## src/rtl/gmd_pkg.sv

```systemverilog
// Package with the shared types and constants of the gzip member deframer.
package gmd_pkg;

    // Fixed header and trailer sizes of one member.
    localparam int FIXED_HDR_LEN = 10;
    localparam int TRAILER_LEN   = 8;

    // Magic bytes and the compression method byte.
    localparam logic [7:0] MAGIC_ID1  = 8'h1f;
    localparam logic [7:0] MAGIC_ID2  = 8'h8b;
    localparam logic [7:0] CM_DEFLATE = 8'h08;

    // Flag bits of the header flag byte.
    localparam logic [7:0] FL_HCRC    = 8'h02;
    localparam logic [7:0] FL_EXTRA   = 8'h04;
    localparam logic [7:0] FL_NAME    = 8'h08;
    localparam logic [7:0] FL_COMMENT = 8'h10;

    // Status codes of the summary result.
    localparam logic [1:0] ST_OK         = 2'd0;
    localparam logic [1:0] ST_BAD_MAGIC  = 2'd1;
    localparam logic [1:0] ST_BAD_METHOD = 2'd2;
    localparam logic [1:0] ST_TRUNCATED  = 2'd3;

    // One input byte of the member.
    typedef struct packed {
        logic [7:0] data_byte;
        logic       last_byte;
    } gmd_in_t;

    // One result: a body byte or the member summary.
    typedef struct packed {
        logic [7:0]  out_byte;
        logic        body_valid;
        logic        done_res;
        logic [1:0]  status;
        logic [31:0] trailer_crc;
        logic [31:0] trailer_size;
    } gmd_out_t;

    // Results produced by one byte, in output order.
    typedef struct packed {
        logic [1:0] count;
        gmd_out_t   first;
        gmd_out_t   second;
    } gmd_push_t;

endpackage

```

## src/rtl/gmd_parser.sv

```systemverilog
// Header parser, body delay line and summary builder for one byte per cycle while fire is high.
module gmd_parser (
    input  logic              clk,
    input  logic              rst_n,
    input  logic              fire,
    input  gmd_pkg::gmd_in_t  item,
    output gmd_pkg::gmd_push_t push
);
    import gmd_pkg::*;

    localparam logic [3:0] PH_FIXED   = 4'd0;
    localparam logic [3:0] PH_XLEN    = 4'd1;
    localparam logic [3:0] PH_XDATA   = 4'd2;
    localparam logic [3:0] PH_NAME    = 4'd3;
    localparam logic [3:0] PH_COMMENT = 4'd4;
    localparam logic [3:0] PH_HCRC    = 4'd5;
    localparam logic [3:0] PH_BODY    = 4'd6;
    localparam logic [3:0] PH_DRAIN   = 4'd7;

    localparam logic [15:0] HDR_LAST = 16'(FIXED_HDR_LEN - 1);
    localparam logic [3:0]  FULL     = 4'(TRAILER_LEN);

    logic [3:0]  phase_reg, phase_next;
    logic [15:0] skip_reg, skip_next;
    logic [7:0]  flags_reg, flags_next;
    logic [15:0] xlen_reg, xlen_next;
    logic [7:0]  delay_reg [TRAILER_LEN];
    logic [7:0]  delay_next [TRAILER_LEN];
    logic [3:0]  fill_reg, fill_next;
    logic [1:0]  err_reg, err_next;
    logic        body_en;
    logic [7:0]  body_byte;
    gmd_out_t    body_res;
    gmd_out_t    sum_res;

    // Pick the first optional field at or after start that the flags enable.
    function automatic logic [3:0] enter_phase(input logic [3:0] start,
                                               input logic [7:0] flags);
        logic [3:0] ph;
        if (start <= PH_XLEN && (flags & FL_EXTRA) != 8'h00)
            ph = PH_XLEN;
        else if (start <= PH_NAME && (flags & FL_NAME) != 8'h00)
            ph = PH_NAME;
        else if (start <= PH_COMMENT && (flags & FL_COMMENT) != 8'h00)
            ph = PH_COMMENT;
        else if (start <= PH_HCRC && (flags & FL_HCRC) != 8'h00)
            ph = PH_HCRC;
        else
            ph = PH_BODY;
        return ph;
    endfunction

    // Next state of the parser for the byte in the input register.
    always_comb
    begin
        phase_next = phase_reg;
        skip_next  = skip_reg;
        flags_next = flags_reg;
        xlen_next  = xlen_reg;
        fill_next  = fill_reg;
        err_next   = err_reg;
        body_en    = 1'b0;
        body_byte  = delay_reg[0];
        for (int i = 0; i < TRAILER_LEN; i++)
        begin
            delay_next[i] = delay_reg[i];
        end

        case (phase_reg)
            PH_FIXED:
            begin
                if (skip_reg == 16'd0 && item.data_byte != MAGIC_ID1)
                begin
                    err_next   = ST_BAD_MAGIC;
                    phase_next = PH_DRAIN;
                end
                else if (skip_reg == 16'd1 && item.data_byte != MAGIC_ID2)
                begin
                    err_next   = ST_BAD_MAGIC;
                    phase_next = PH_DRAIN;
                end
                else if (skip_reg == 16'd2 && item.data_byte != CM_DEFLATE)
                begin
                    err_next   = ST_BAD_METHOD;
                    phase_next = PH_DRAIN;
                end
                else
                begin
                    if (skip_reg == 16'd3)
                        flags_next = item.data_byte;
                    if (skip_reg >= HDR_LAST)
                    begin
                        phase_next = enter_phase(PH_XLEN, flags_next);
                        skip_next  = 16'd0;
                    end
                    else
                        skip_next = skip_reg + 16'd1;
                end
            end
            PH_XLEN:
            begin
                if (skip_reg == 16'd0)
                begin
                    xlen_next = {8'h00, item.data_byte};
                    skip_next = 16'd1;
                end
                else
                begin
                    xlen_next = xlen_reg | {item.data_byte, 8'h00};
                    skip_next = 16'd0;
                    if (xlen_next == 16'd0)
                        phase_next = enter_phase(PH_NAME, flags_reg);
                    else
                        phase_next = PH_XDATA;
                end
            end
            PH_XDATA:
            begin
                skip_next = skip_reg + 16'd1;
                if (skip_next >= xlen_reg)
                begin
                    phase_next = enter_phase(PH_NAME, flags_reg);
                    skip_next  = 16'd0;
                end
            end
            PH_NAME:
            begin
                if (item.data_byte == 8'h00)
                begin
                    phase_next = enter_phase(PH_COMMENT, flags_reg);
                    skip_next  = 16'd0;
                end
            end
            PH_COMMENT:
            begin
                if (item.data_byte == 8'h00)
                begin
                    phase_next = enter_phase(PH_HCRC, flags_reg);
                    skip_next  = 16'd0;
                end
            end
            PH_HCRC:
            begin
                if (skip_reg == 16'd0)
                    skip_next = 16'd1;
                else
                begin
                    phase_next = enter_phase(PH_BODY, flags_reg);
                    skip_next  = 16'd0;
                end
            end
            PH_BODY:
            begin
                if (fill_reg >= FULL)
                begin
                    // Oldest byte leaves the delay line as a body byte.
                    body_en = 1'b1;
                    for (int i = 0; i < TRAILER_LEN - 1; i++)
                    begin
                        delay_next[i] = delay_reg[i + 1];
                    end
                    delay_next[TRAILER_LEN - 1] = item.data_byte;
                end
                else
                begin
                    delay_next[fill_reg[2:0]] = item.data_byte;
                    fill_next = fill_reg + 4'd1;
                end
            end
            default:
            begin
            end
        endcase

        // Summary on the last byte, built from the updated state.
        sum_res = '0;
        sum_res.done_res = 1'b1;
        if (err_next != ST_OK)
            sum_res.status = err_next;
        else if (phase_next != PH_BODY || fill_next < FULL)
            sum_res.status = ST_TRUNCATED;
        else
        begin
            sum_res.status       = ST_OK;
            sum_res.trailer_crc  = {delay_next[3], delay_next[2],
                                    delay_next[1], delay_next[0]};
            sum_res.trailer_size = {delay_next[7], delay_next[6],
                                    delay_next[5], delay_next[4]};
        end

        body_res = '0;
        body_res.out_byte   = body_byte;
        body_res.body_valid = 1'b1;

        // Results in output order: the body byte comes before the summary.
        push = '0;
        if (fire)
        begin
            if (body_en && item.last_byte)
            begin
                push.count  = 2'd2;
                push.first  = body_res;
                push.second = sum_res;
            end
            else if (body_en)
            begin
                push.count = 2'd1;
                push.first = body_res;
            end
            else if (item.last_byte)
            begin
                push.count = 2'd1;
                push.first = sum_res;
            end
        end
    end

    // Parser state; the last byte returns everything to the reset state.
    always_ff @(posedge clk or negedge rst_n)
    begin
        if (!rst_n)
        begin
            phase_reg <= PH_FIXED;
            skip_reg  <= 16'd0;
            flags_reg <= 8'h00;
            xlen_reg  <= 16'd0;
            fill_reg  <= 4'd0;
            err_reg   <= ST_OK;
            for (int i = 0; i < TRAILER_LEN; i++)
            begin
                delay_reg[i] <= 8'h00;
            end
        end
        else if (fire)
        begin
            if (item.last_byte)
            begin
                phase_reg <= PH_FIXED;
                skip_reg  <= 16'd0;
                flags_reg <= 8'h00;
                xlen_reg  <= 16'd0;
                fill_reg  <= 4'd0;
                err_reg   <= ST_OK;
                for (int i = 0; i < TRAILER_LEN; i++)
                begin
                    delay_reg[i] <= 8'h00;
                end
            end
            else
            begin
                phase_reg <= phase_next;
                skip_reg  <= skip_next;
                flags_reg <= flags_next;
                xlen_reg  <= xlen_next;
                fill_reg  <= fill_next;
                err_reg   <= err_next;
                for (int i = 0; i < TRAILER_LEN; i++)
                begin
                    delay_reg[i] <= delay_next[i];
                end
            end
        end
    end

endmodule

```

## src/rtl/gmd_result_fifo.sv

```systemverilog
// Four-entry result queue that takes up to two results and gives one per cycle while res_stall is low.
module gmd_result_fifo (
    input  logic               clk,
    input  logic               rst_n,
    input  gmd_pkg::gmd_push_t push,
    output logic               has_room,
    output logic               res_valid,
    input  logic               res_stall,
    output gmd_pkg::gmd_out_t  res_item
);
    import gmd_pkg::*;

    localparam int DEPTH = 4;

    gmd_out_t   mem_reg [DEPTH];
    logic [1:0] wr_reg, wr_next;
    logic [1:0] rd_reg, rd_next;
    logic [2:0] count_reg, count_next;
    logic       pop;

    // Room for two pushes is judged from the registered count alone.
    assign has_room  = (count_reg <= 3'd2);
    assign res_valid = (count_reg != 3'd0);
    assign res_item  = mem_reg[rd_reg];
    assign pop       = res_valid && !res_stall;

    // Pointer and count update.
    always_comb
    begin
        wr_next    = wr_reg + 2'(push.count);
        rd_next    = pop ? rd_reg + 2'd1 : rd_reg;
        count_next = count_reg + 3'(push.count) - 3'(pop);
    end

    always_ff @(posedge clk or negedge rst_n)
    begin
        if (!rst_n)
        begin
            wr_reg    <= 2'd0;
            rd_reg    <= 2'd0;
            count_reg <= 3'd0;
        end
        else
        begin
            wr_reg    <= wr_next;
            rd_reg    <= rd_next;
            count_reg <= count_next;
        end
    end

    // Result storage; entries need no reset.
    always_ff @(posedge clk)
    begin
        if (push.count != 2'd0)
            mem_reg[wr_reg] <= push.first;
        if (push.count == 2'd2)
            mem_reg[wr_reg + 2'd1] <= push.second;
    end

endmodule

```

## src/rtl/gzip_member_deframer.sv

```systemverilog
// Top level of the gzip member deframer: input register, parser and result queue.
//
//  channel | direction | handshake              | payload
//  byte    | in        | byte_valid / byte_stall | gmd_in_t  (data_byte, last_byte)
//  res     | out       | res_valid / res_stall   | gmd_out_t (body byte or summary)
//
// One byte per cycle is taken in steady flow. A byte is parsed in the cycle
// in which it leaves the input register, and its results are written into
// the result queue at the end of that cycle. The last byte can give two
// results; the four-entry queue absorbs the extra one and drains one result
// per cycle while res_stall is low. Reset returns the parser to the start of
// a member and empties the queue. A stall on the result side backs up into
// byte_stall once the queue lacks room for two results.
module gzip_member_deframer (
    input  logic              clk,
    input  logic              rst_n,
    input  logic              byte_valid,
    output logic              byte_stall,
    input  gmd_pkg::gmd_in_t  byte_item,
    output logic              res_valid,
    input  logic              res_stall,
    output gmd_pkg::gmd_out_t res_item
);
    import gmd_pkg::*;

    logic      in_valid_reg;
    gmd_in_t   in_item_reg;
    logic      has_room;
    logic      fire;
    logic      accept;
    gmd_push_t push;

    // The registered byte is parsed when the queue can take two results.
    assign fire       = in_valid_reg && has_room;
    assign byte_stall = in_valid_reg && !has_room;
    assign accept     = byte_valid && !byte_stall;

    // Input register.
    always_ff @(posedge clk or negedge rst_n)
    begin
        if (!rst_n)
            in_valid_reg <= 1'b0;
        else if (accept)
            in_valid_reg <= 1'b1;
        else if (fire)
            in_valid_reg <= 1'b0;
    end

    always_ff @(posedge clk)
    begin
        if (accept)
            in_item_reg <= byte_item;
    end

    gmd_parser u_parser (
        .clk   (clk),
        .rst_n (rst_n),
        .fire  (fire),
        .item  (in_item_reg),
        .push  (push)
    );

    gmd_result_fifo u_fifo (
        .clk       (clk),
        .rst_n     (rst_n),
        .push      (push),
        .has_room  (has_room),
        .res_valid (res_valid),
        .res_stall (res_stall),
        .res_item  (res_item)
    );

endmodule

```

## config.mk

```make
export PLATFORM = sky130hd
export DESIGN_NAME = gzip_member_deframer
export DESIGN_NICKNAME = d
export VERILOG_FILES = /design/src/rtl/gmd_pkg.sv /design/src/rtl/gmd_parser.sv /design/src/rtl/gmd_result_fifo.sv /design/src/rtl/gzip_member_deframer.sv
export SDC_FILE = /design/constraint.sdc
export NUM_CORES = 1
export LEC_CHECK = 0
export BUFFER_PORTS_ARGS = -buffer_cell sky130_fd_sc_hd__clkbuf_2
export CAP_MARGIN = 20
export CORE_MARGIN = 2
export CORE_UTILIZATION = 60
export DETAILED_ROUTE_END_ITERATION = 6
export HOLD_SLACK_MARGIN = 0.05
export PLACE_DENSITY = 0.78
export SETUP_SLACK_MARGIN = 0.5
export SLEW_MARGIN = 30
export SYNTH_ARGS = -nofsm -noshare
export SYNTH_HDL_FRONTEND = slang
export SYNTH_SLANG_ARGS = --single-unit
```

## constraint.sdc

```tcl
create_clock -name clk -period 12.1 [get_ports clk]
set_clock_uncertainty 0.1 [all_clocks]
set_input_delay 2.42 -clock clk [delete_from_list [all_inputs] [get_ports clk]]
set_output_delay 2.42 -clock clk [all_outputs]
set_load 0.02 [all_outputs]
```

==> results of run 1 <==
==> cell usage after synthesis (24+ instances only) <==
master    count
nand2_1     120
nor2_1      112
ha_1         28
edfxtp_1    277
nand3_1      24
mux4_2       76
dfrtp_1     118
a21oi_1      35
a221oi_1     50
a22oi_1      76
and3_1       38
dfxtp_1      36
nor3_1      238
clkbuf_1    110
o21ai_0      95
inv_1        48
==> cells in the final DEF, fill, tap and decap left out, drive strengths merged, types with 5 or more instances in the layout <==
master | synthesis | final
o21ai | 96 | 96
dfxtp | 36 | 36
nand2b | 12 | 12
nand3 | 24 | 24
inv | 48 | 51
nor4 | 14 | 14
and3 | 38 | 38
a22oi | 76 | 76
dfrtp | 118 | 118
nand2 | 120 | 120
clkinv | 2 | 15
or3 | 9 | 9
a221oi | 50 | 50
nor2b | 5 | 5
nor2 | 112 | 112
a21oi | 35 | 35
a21o | 5 | 5
o21a | 7 | 7
mux2i | 9 | 9
nand4 | 8 | 8
edfxtp | 277 | 277
xnor2 | 13 | 13
ha | 28 | 28
xor2 | 5 | 5
nor3 | 238 | 238
a32o | 21 | 21
a211oi | 6 | 6
clkbuf | 110 | 147
a22o | 16 | 16
nor3b | 10 | 10
o31ai | 12 | 12
mux4 | 76 | 76
bufinv | 0 | 5
buf | 39 | 26
==> per-layer routing <==
| layer | track usage (%) | part of all wire, % | vias to the layer above |
|---|---|---|---|
| met5 | 0 | 0 | - |
| met4 | 10.5 | 3.1 | 0 |
| met3 | 4.06 | 7.7 | 98 |
| met2 | 47.0 | 49 | 709 |
| met1 | 40.6 | 40 | 7474 |
| li1 | - | - | 6707 |
==> worst paths after layout <==
check | startpoint | endpoint | cells past startpoint
setup / recovery | u_fifo.rd_reg[0] | res_item[63] | 3
hold / removal | u_fifo.mem_reg[0][67] | u_fifo.mem_reg[0][67] | 1
setup reg to reg | u_parser.skip_reg[0] | u_fifo.mem_reg[2][55] | 15
hold reg to reg | u_fifo.mem_reg[0][67] | u_fifo.mem_reg[0][67] | 1
max in group asynchronous | rst_n | u_parser.delay_reg[53] | 2
min in group asynchronous | rst_n | u_parser.skip_reg[12] | 1
==> through the flow <==
stage                     utilization, %  instances  total power [W]
final                               66.7       2235          0.00538
after global routing                66.7       2235          0.00563
after global placement              62.2       2152          0.00390
after floorplan                        -       1731          0.00337
after CTS                           66.7       2234          0.00538
after detailed placement            62.2       2152          0.00396
==> final cells by class <==
class	instances	share of cell area, %
multi-input combinational	1101	34.7
tap	455	2.49
inverter	50	0.821
sequential	431	52.5
clock buffer	57	5.49
clock inverter	25	1.18
timing repair buffer	116	2.89
==> kinds of logic after synthesis <==
family	count (synthesis)	synth area share, %
AO/OA/AOI/OAI	355	12.2
buffers and inverters	199	4.37
multiplexers	86	8.72
XOR/XNOR	18	0.759
adder cells (fa/ha/maj)	29	1.78
AND/OR/NAND/NOR	613	14.5
flip-flops	431	57.7
==> power by group <==
group	switching, W	leakage [nW]	internal [W]
Combinational	0.00121	2.96	0.000653
Clock	0.000578	0.742	0.000843
Sequential	0.000282	4.39	0.00181
Total	0.00207	8.09	0.00330
==> metrics, run 1 <==
number of antenna repair diodes=0; Fillers=2477; Iter 0 DRT Violations=roughly 1700; cell row count=between 60 and 70; YS warnings=0; Final setup viols=0; die footprint=36100 µm²; max-cap violations=0; Final Cycle Share=44.6%; dominant synthesized flop cell=edfxtp_1; Starting Density=60.6%; Syn Inst Count=1731; design area=22900 µm²; WS Path Type=reg2out; top post-synthesis cells by area=edfxtp_1 40%, dfrtp_1 14%, mux4_2 8.2%; CP Buf/Inv Count=2; mean post-synth cell area=roughly 12 µm²; delay of the slowest cell on the worst path=0.81 ns; RSZ-0062 raised after global routing=false; pwr/cell area=~240 nW/µm²; Period minus WS final=between 5 and 6 ns; critical-path cell list=buf_6 > mux4_2 > clkbuf_2; Final Slew Violations=0; Placement Setup Slack=between 6 and 7 ns; initial antenna violation count=0; peak supply drop=0.000239 V; Hold Crit Class=reg2reg; clock latency on the worst-skew pair=~0.56 ns; status=finished clean; TritonRoute pass-1 iters=6; postcts setup bufs=0; Post-DRT Antenna Nets=0; grt total ovfl=0; clk root buf=clkbuf_16; via-per-instance ratio=6.71; clock buffer count from CTS=44; Worst path slowest cell=dfrtp_4; WHS=between 0.3 and 0.4 ns; Clock transition at path regs=0.06 ns; crit end category=output pin; worst endpoint required time=9.58 ns; Async SR Flop Fraction=27.4%; DRC violations left=0; Placer Congestion=0.928; NumNets Final=1786; area post-placement=21300 µm²; DR vias=between 10000 and 15000; worst-case clock buffer depth=3; core area=34300 µm²; Layout area overhead=10.1%; leakage=8.09 nW; mapped cell area=20800 µm²; post-DP HPWL=30.5 mm; hold_buf cts=0; worst-margin pin slew=1.06 ns; Die Wd=190 µm; multi-input logic area=7930 µm²; setup slack, reg-to-reg=about 6.8 ns; Port Buf Inserts=90; CTS tree=built; drt total wl=~52 mm; first-pass GRT wire length=82.0 mm; share of post-route cells with drive strength above 1=roughly 17%; Ports=just over 90; die height=190 µm; setup ws final=6.71 ns; top-area cell type share of the netlist area=40.0%; delay-heaviest family, CP=buffers and inverters; Largest register FFs=a little over 300; Yosys reg bits=431; WP data arrival=2.87 ns; crit path max fanout=50; EDFF count, synth=277; WL/cell=23.2 µm; Slew headroom=29.5%; Seq/Total Area, Yosys=57.7%; GR Util All Layers=29.0%; Distinct cells, synth=71; pin count of the biggest net entering global routing=121; Max Clk Rate=0.185 GHz; final hold vios=0; Sum Neg Setup Slack=0 ns; clk sinks=431; Sequential Area=12000 µm²; syn_nets=1773; Yosys top cell by area=edfxtp_1; number of global-route vias before repair=14700; Worst setup SP type=register; H-tree depth=2; PostCTS Resize Cnt=0
Note: power is estimated with default switching activity, not from simulation.
==> inputs of run 2 (changes only) <==
- CORE_UTILIZATION: 60 -> 56
- PLACE_DENSITY: 0.78 -> 0.76
- clock period: 12.1 -> 4.7 ns (I/O delays scaled with it)
==> run 2 against run 1 <==
  * The run now ends with design-rule violations left
  * Worst hold slack worse by 0.0046 ns
  * Register-to-register slack worse by 6.3 ns
  * Clock power up 150%
  * Total power rose to 2.6 times the previous value
  * Final area up 5.6%
  * Critical path type is now reg2reg
  * Largest power group unchanged
==> metrics, run 2 (synthesized netlist as in run 1, its figures left out) <==
core occupancy in the finished layout=66.0% (was 66.7%); die footprint=38700 µm² (was 36100 µm²); Sum Neg Setup Slack=0 ns (unchanged); clk root buf=clkbuf_16 (unchanged); leakage=8.46 nW (was 8.09 nW); Final Cycle Share=~90%; cell row count=70 (was 68); DRC violations left=8 (was 0); CP Buf/Inv Count=5 (was 2); routed length on met2=27.2 mm (was 25.3 mm); number of global-route vias before repair=14700 (about the same); Max Clk Rate=0.237 GHz; CTS tree=built (unchanged); delay of the slowest cell on the worst path=0.53 ns (was 0.81 ns); pwr/cell area=580 nW/µm² (was 235 nW/µm²); Hold Crit Depth=1 (unchanged); met3 WL=4.34 mm (was 3.99 mm); H-tree depth=2 (unchanged); Port Buf Inserts=90 (unchanged); GR Util All Layers=27.4% (was 29.0%); final hold vios=0 (unchanged); Hold Crit Class=reg2reg (unchanged); Critical Path Most Common Cell=buf_4; Die Wd=197 µm (was 190 µm); Crit path depth=18 (was 3); clk sinks=431 (unchanged); Layout area overhead=16.2% (was 10.1%); RSZ-0062 raised after global routing=true (was false); Slew headroom=26.4% (was 29.5%); status=finished with violations (was finished clean); Ports=91 (unchanged); max-cap violations=0 (unchanged); delay-heaviest family, CP=simple AND/OR/NAND/NOR gates (was buffers and inverters); Starting Density=56.8% (was 60.6%); failing checks=design-rule violations; Iter 0 DRT Violations=1815 (was 1674); Final Slew Violations=0 (unchanged); pin count of the biggest net entering global routing=119 (was 121); first-pass GRT wire length=82.3 mm (was 82.0 mm); DRT met1 WL=21.5 mm (was 20.9 mm); drt total wl=54.8 mm (was 51.8 mm); core area=36600 µm² (was 34300 µm²); number of antenna repair diodes=0 (unchanged); clock buffer count from CTS=44 (unchanged); highest metal used=met4 (unchanged); Worst Reg-to-Reg Cells=18 (was 15); WP data arrival=4.48 ns (was 2.87 ns); Clock transition at path regs=0.06 ns (about the same); post-DP HPWL=31.8 mm (was 30.5 mm); initial antenna violation count=0 (unchanged); via-per-instance ratio=6.75 (was 6.71); area post-placement=21700 µm² (was 21300 µm²); Worst path slowest cell=a2111o_2 (was dfrtp_4); design area=24100 µm² (was 22900 µm²); most frequent cells in the layout=277 x edfxtp_1, 133 x nor3_1, 119 x nand2_1 (was 277 x edfxtp_1, 238 x nor3_1, 119 x nand2_1); share of post-route cells with drive strength above 1=25.3% (was 16.5%); Placer Congestion=0.870 (was 0.928); Worst setup SP type=register (unchanged); worst-margin pin slew=1.10 ns (was 1.06 ns); DR vias=15500 (was 15000); worst-case clock buffer depth=3 (unchanged); Post-DRT Antenna Nets=0 (unchanged); NumNets Final=1835 (was 1786); TritonRoute pass-1 iters=7 (was 6); WL/cell=23.9 µm (was 23.2 µm); Largest register FFs=304 (unchanged); Period minus WS final=4.23 ns; crit end category=register (was output pin); clock latency on the worst-skew pair=0.55 ns (was 0.56 ns); Fillers=2582 (was 2477); Final setup viols=0 (unchanged); die height=197 µm (was 190 µm); WS Path Type=reg2reg (was reg2out); most common cell after layout, fill and taps aside=edfxtp_1 (unchanged); crit path max fanout=23 (was 50); grt total ovfl=0 (unchanged); peak supply drop=0.000455 V (was 0.000239 V); worst endpoint required time=4.95 ns (was 9.58 ns); critical-path cell list=ha_2 > and3_4 > and3_4 > and2_4 > and4_4 > xnor2_2 > inv_1 > ha_1 > nand4_1 > o21bai_1 > a211oi_2 > buf_4 > buf_4 > a211oi_2 > a2111o_2 > buf_4 > clkbuf_16 > nor3_1 (was buf_6 > mux4_2 > clkbuf_2)
## run 2: cell types whose count changed in the layout (fill, tap and decap cells not counted), moves of 3 or more
cell	before	now
buf_12	0	9
buf_16	0	3
buf_4	22	48
buf_6	4	7
clkbuf_1	5	9
clkbuf_16	47	52
inv_2	4	1
nor3_1	238	133
nor3_2	0	103
nor3b_1	10	6
nor3b_2	0	4
## run 2: timing repair
action                     CTS  global route
gates cloned                 0             9
hold endpoints to repair     0             0
setup endpoints to repair  252           242
pin swaps                    4             7
buffers inserted             1            10
hold buffers                 0             0
gates resized for setup     13           125
## run 2: power by group
| part | switching (W) | internal, W | leakage (nW) |
|---|---|---|---|
| Sequential | 0.000654 | 0.00465 | 4.39 |
| Clock | 0.00146 | 0.00203 | 0.705 |
| Combinational | 0.00340 | 0.00181 | 3.36 |
## run 2: layout make-up
class | count | area [µm²] | area share (%)
clock buffer | 61 | 1250 | 5.18
clock inverter | 19 | 186 | 0.772
inverter | 50 | 199 | 0.824
multi-input combinational | 1101 | 8580 | 35.6
timing repair buffer | 165 | 1340 | 5.56
tap | 468 | 586 | 2.42
sequential | 431 | 12000 | 49.7
## run 2: routing by layer
metal	global-route usage, %	up-vias
met2	45.3	776
met5	0	-
met1	38.2	7805
met3	3.29	108
li1	-	6803
met4	9.11	0
## run 2: through the flow
stage / hold WS [ns] / power [W] / cells / worst slack, ns
2_1_floorplan: 0.322 / 0.00868 / 1731 / 0.576
3_3_place_gp: 0.336 / 0.0102 / 2193 / 0.283
3_5_place_dp: 0.340 / 0.0103 / 2194 / 0.114
4_1_cts: 0.354 / 0.0138 / 2275 / 0.495
5_1_grt: 0.375 / 0.0146 / 2295 / 0.302
6_report: 0.351 / 0.0140 / 2295 / 0.473
## run 2: worst reg2reg max path, delay by kind of cell (launching register included)
| family | cells | cell delay (ns) |
|---|---|---|
| AO/OA/AOI/OAI | 4 | 1.01 |
| AND/OR/NAND/NOR | 6 | 1.17 |
| XOR/XNOR | 1 | 0.12 |
| adder cells (fa/ha/maj) | 2 | 0.49 |
| buffers and inverters | 5 | 0.77 |
| flip-flops | 1 | 0.37 |
## run 2: path summary, 6_finish.rpt
kind                                       startpoint  slack, ns                    end
min in group asynchronous                       rst_n       0.38   u_parser.skip_reg[7]
worst max-delay path             u_parser.skip_reg[1]       0.47  u_fifo.mem_reg[2][19]
worst min-delay path            u_fifo.mem_reg[0][67]       0.35  u_fifo.mem_reg[0][67]
max in group asynchronous                       rst_n       3.60   u_parser.fill_reg[1]
worst min register to register  u_fifo.mem_reg[0][67]       0.35  u_fifo.mem_reg[0][67]
worst max register to register   u_parser.skip_reg[1]       0.47  u_fifo.mem_reg[2][19]
==> inputs of run 3 (changes only) <==
- CORE_ASPECT_RATIO: not set -> 0.5
==> run 3 against run 2 <==
  * The flow now finishes without violations
  * Register-to-register slack better by 0.08 ns
  * Clock-buffer cell count is 7 lower
  * Sequential cell count did not move
  * Final area is 0.42% lower
  * Sequential share of layout area rose by 0.23 points
  * Critical endpoint is now u_fifo.mem_reg[2][45]
  * Largest cell class unchanged
==> metrics, run 3 (synthesized netlist as in run 1, its figures left out) <==
status=finished clean (was finished with violations); CTS tree=built (unchanged); Final setup viols=0 (unchanged); Net Switching=0.00560 W (was 0.00551 W); most frequent cells in the layout=277 x edfxtp_1, 174 x nor3_1, 119 x nand2_1 (was 277 x edfxtp_1, 133 x nor3_1, 119 x nand2_1); Post-DRT Antenna Nets=0 (unchanged); RR Endpoint=u_fifo.mem_reg[2][45] (was u_fifo.mem_reg[2][19]); TritonRoute pass-1 iters=6 (was 7); core occupancy in the finished layout=66.4% (was 66.0%); Die Wd=276 µm (was 197 µm); clock latency on the worst-skew pair=0.56 ns (was 0.55 ns); Worst path slowest cell=a2111o_2 (unchanged); Pint=0.00846 W (was 0.00850 W); Layout area overhead=15.7% (was 16.2%); delay of the slowest cell on the worst path=0.50 ns (was 0.53 ns); Slew headroom=11.8% (was 26.4%); pwr/cell area=585 nW/µm² (was 580 nW/µm²); Port Buf Inserts=90 (unchanged); critical-path cell list=ha_4 > and3_4 > and3_4 > and2_4 > and4_4 > xnor2_2 > inv_1 > ha_1 > nand4_1 > o21bai_1 > a211oi_2 > buf_4 > o211ai_4 > a2111o_2 > buf_6 > buf_16 > buf_8 > nor3_1 (was ha_2 > and3_4 > and3_4 > and2_4 > and4_4 > xnor2_2 > inv_1 > ha_1 > nand4_1 > o21bai_1 > a211oi_2 > buf_4 > buf_4 > a211oi_2 > a2111o_2 > buf_4 > clkbuf_16 > nor3_1); Clock transition at path regs=0.07 ns (was 0.06 ns); crit path max fanout=8 (was 23); Largest register FFs=304 (unchanged); max-cap violations=0 (unchanged); H-tree depth=2 (unchanged); Period minus WS final=4.15 ns (was 4.23 ns); Placement Setup Slack=0.180 ns (was 0.114 ns); Post-Layout Cell Count=2315 (was 2295); worst-margin pin slew=1.32 ns (was 1.10 ns); clk sinks=431 (unchanged); Max Clk Rate=0.241 GHz (was 0.237 GHz); Ports=91 (unchanged); sw frac=39.8% (was 39.3%); post-DP HPWL=31.6 mm (was 31.8 mm); DRC violations left=0 (was 8); WP data arrival=4.41 ns (was 4.48 ns); number of global-route vias before repair=14500 (was 14700); setup slack, reg-to-reg=0.55 ns (was 0.47 ns); Final Cycle Share=88.2% (was 89.9%); Placer Congestion=0.902 (was 0.870); CP Buf/Inv Count=5 (unchanged); Final Power=0.0141 W (was 0.0140 W); setup ws final=0.554 ns (was 0.473 ns); Critical Path Most Common Cell=and3_4 (was buf_4); Hold Crit Class=in2async (was reg2reg); Worst Reg-to-Reg Cells=18 (unchanged); Sum Neg Setup Slack=0 ns (unchanged); final hold vios=0 (unchanged); share of post-route cells with drive strength above 1=23.0% (was 25.3%); delay-heaviest family, CP=simple AND/OR/NAND/NOR gates (unchanged); Seq pwr share=38.0% (was 37.9%); Iter 0 DRT Violations=2537 (was 1815); Fillers=2533 (was 2582); clock buffer count from CTS=40 (was 44); Final Slew Violations=0 (unchanged); first-pass GRT wire length=84.1 mm (was 82.3 mm); most common cell after layout, fill and taps aside=edfxtp_1 (unchanged); clk root buf=clkbuf_16 (unchanged); placed instance count=2212 (was 2194); drt total wl=56.4 mm (was 54.8 mm); Comb power frac=37.5% (was 37.2%); WL/cell=24.4 µm (was 23.9 µm); peak supply drop=0.000419 V (was 0.000455 V); crit end category=register (unchanged); via-per-instance ratio=6.82 (was 6.75); WS Path Type=reg2reg (unchanged); Starting Density=57.4% (was 56.8%); r2r startpoint=u_parser.skip_reg[0] (was u_parser.skip_reg[1]); RSZ-0062 raised after global routing=true (unchanged); GR Util All Layers=27.7% (was 27.4%); cell row count=49 (was 70); Worst setup SP type=register (unchanged); grt total ovfl=0 (unchanged); NumNets Final=1840 (was 1835); initial antenna violation count=0 (unchanged); pin count of the biggest net entering global routing=73 (was 119); clock power share=24.4% (was 24.9%); die height=140 µm (was 197 µm); leakage=8.51 nW (was 8.46 nW); worst endpoint required time=4.96 ns (was 4.95 ns); die footprint=38800 µm² (was 38700 µm²); core area=36200 µm² (was 36600 µm²); worst-case clock buffer depth=3 (unchanged); DR vias=15800 (was 15500)
-- run 3: changes by cell type in the layout (fill, tap and decap cells not counted), sizes merged --
| cell | delta |
|---|---|
| buf | +9 |
| clkbuf | -7 |
| inv | -3 |
| bufinv | +2 |
| clkinvlp | +2 |
| diode | +1 |
-- run 3: metal layers --
metal	up-vias	global-route usage, %	part of all wire (%)
met5	-	1.47	0
met1	7859	41.3	41
met2	987	41.3	45
li1	6829	-	-
met4	0	7.19	2.4
met3	113	6.02	11
-- run 3: what timing repair did --
item,CTS,global route
setup endpoints to repair,254,244
gates resized for setup,10,95
setup buffers,2,10
hold buffers,0,0
cloned,1,10
pin swaps,4,2
-- run 3: worst max path at each step --
stage,endpoint,slack (ns),depth (start not counted),start
after CTS,u_fifo.mem_reg[2][37],0.53,16,u_parser.skip_reg[0]
after global placement,u_fifo.mem_reg[0][52],0.31,16,u_parser.skip_reg[1]
after floorplan,u_fifo.mem_reg[0][24],0.58,17,u_parser.skip_reg[0]
final,u_fifo.mem_reg[2][45],0.55,18,u_parser.skip_reg[0]
after detailed placement,u_fifo.mem_reg[0][52],0.18,16,u_parser.skip_reg[1]
after global routing,u_fifo.mem_reg[2][45],0.36,19,u_parser.skip_reg[1]
-- run 3: stage by stage --
step	area [µm²]	hold slack, ns
after global placement	21800	0.337
after detailed placement	21800	0.342
after floorplan	20800	0.322
after CTS	23200	0.350
after global routing	24000	0.365
final	24000	0.321
-- run 3: worst register-to-register path, stage by stage, from the launching register on --
cell and delay [ns]:
dfrtp_1 0.43, ha_4 0.18, and3_4 0.20, and3_4 0.19
and2_4 0.13, and4_4 0.23, xnor2_2 0.12, inv_1 0.06
ha_1 0.27, nand4_1 0.17, o21bai_1 0.10, a211oi_2 0.24
buf_4 0.20, o211ai_4 0.10, a2111o_2 0.50, buf_6 0.17
buf_16 0.16, buf_8 0.16, nor3_1 0.25
-- run 3: area by class of cell --
type | count | area, µm² | share of cell area [%]
sequential | 431 | 12000 | 49.9
clock buffer | 54 | 1120 | 4.64
inverter | 50 | 199 | 0.827
tap | 484 | 606 | 2.52
clock inverter | 20 | 245 | 1.02
multi-input combinational | 1101 | 8410 | 35.0
timing repair buffer | 174 | 1460 | 6.09
antenna | 1 | 2.50 | 0.0104
-- run 3: power groups by stage --
| stage | clock, W | combinational (W) | sequential [W] |
|---|---|---|---|
| floorplan | 0 | 0.00369 | 0.00499 |
| global placement | 0 | 0.00492 | 0.00535 |
| detailed placement | 0 | 0.00497 | 0.00537 |
| CTS | 0.00344 | 0.00503 | 0.00530 |
| global route | 0.00360 | 0.00567 | 0.00541 |
| finish | 0.00343 | 0.00528 | 0.00535 |
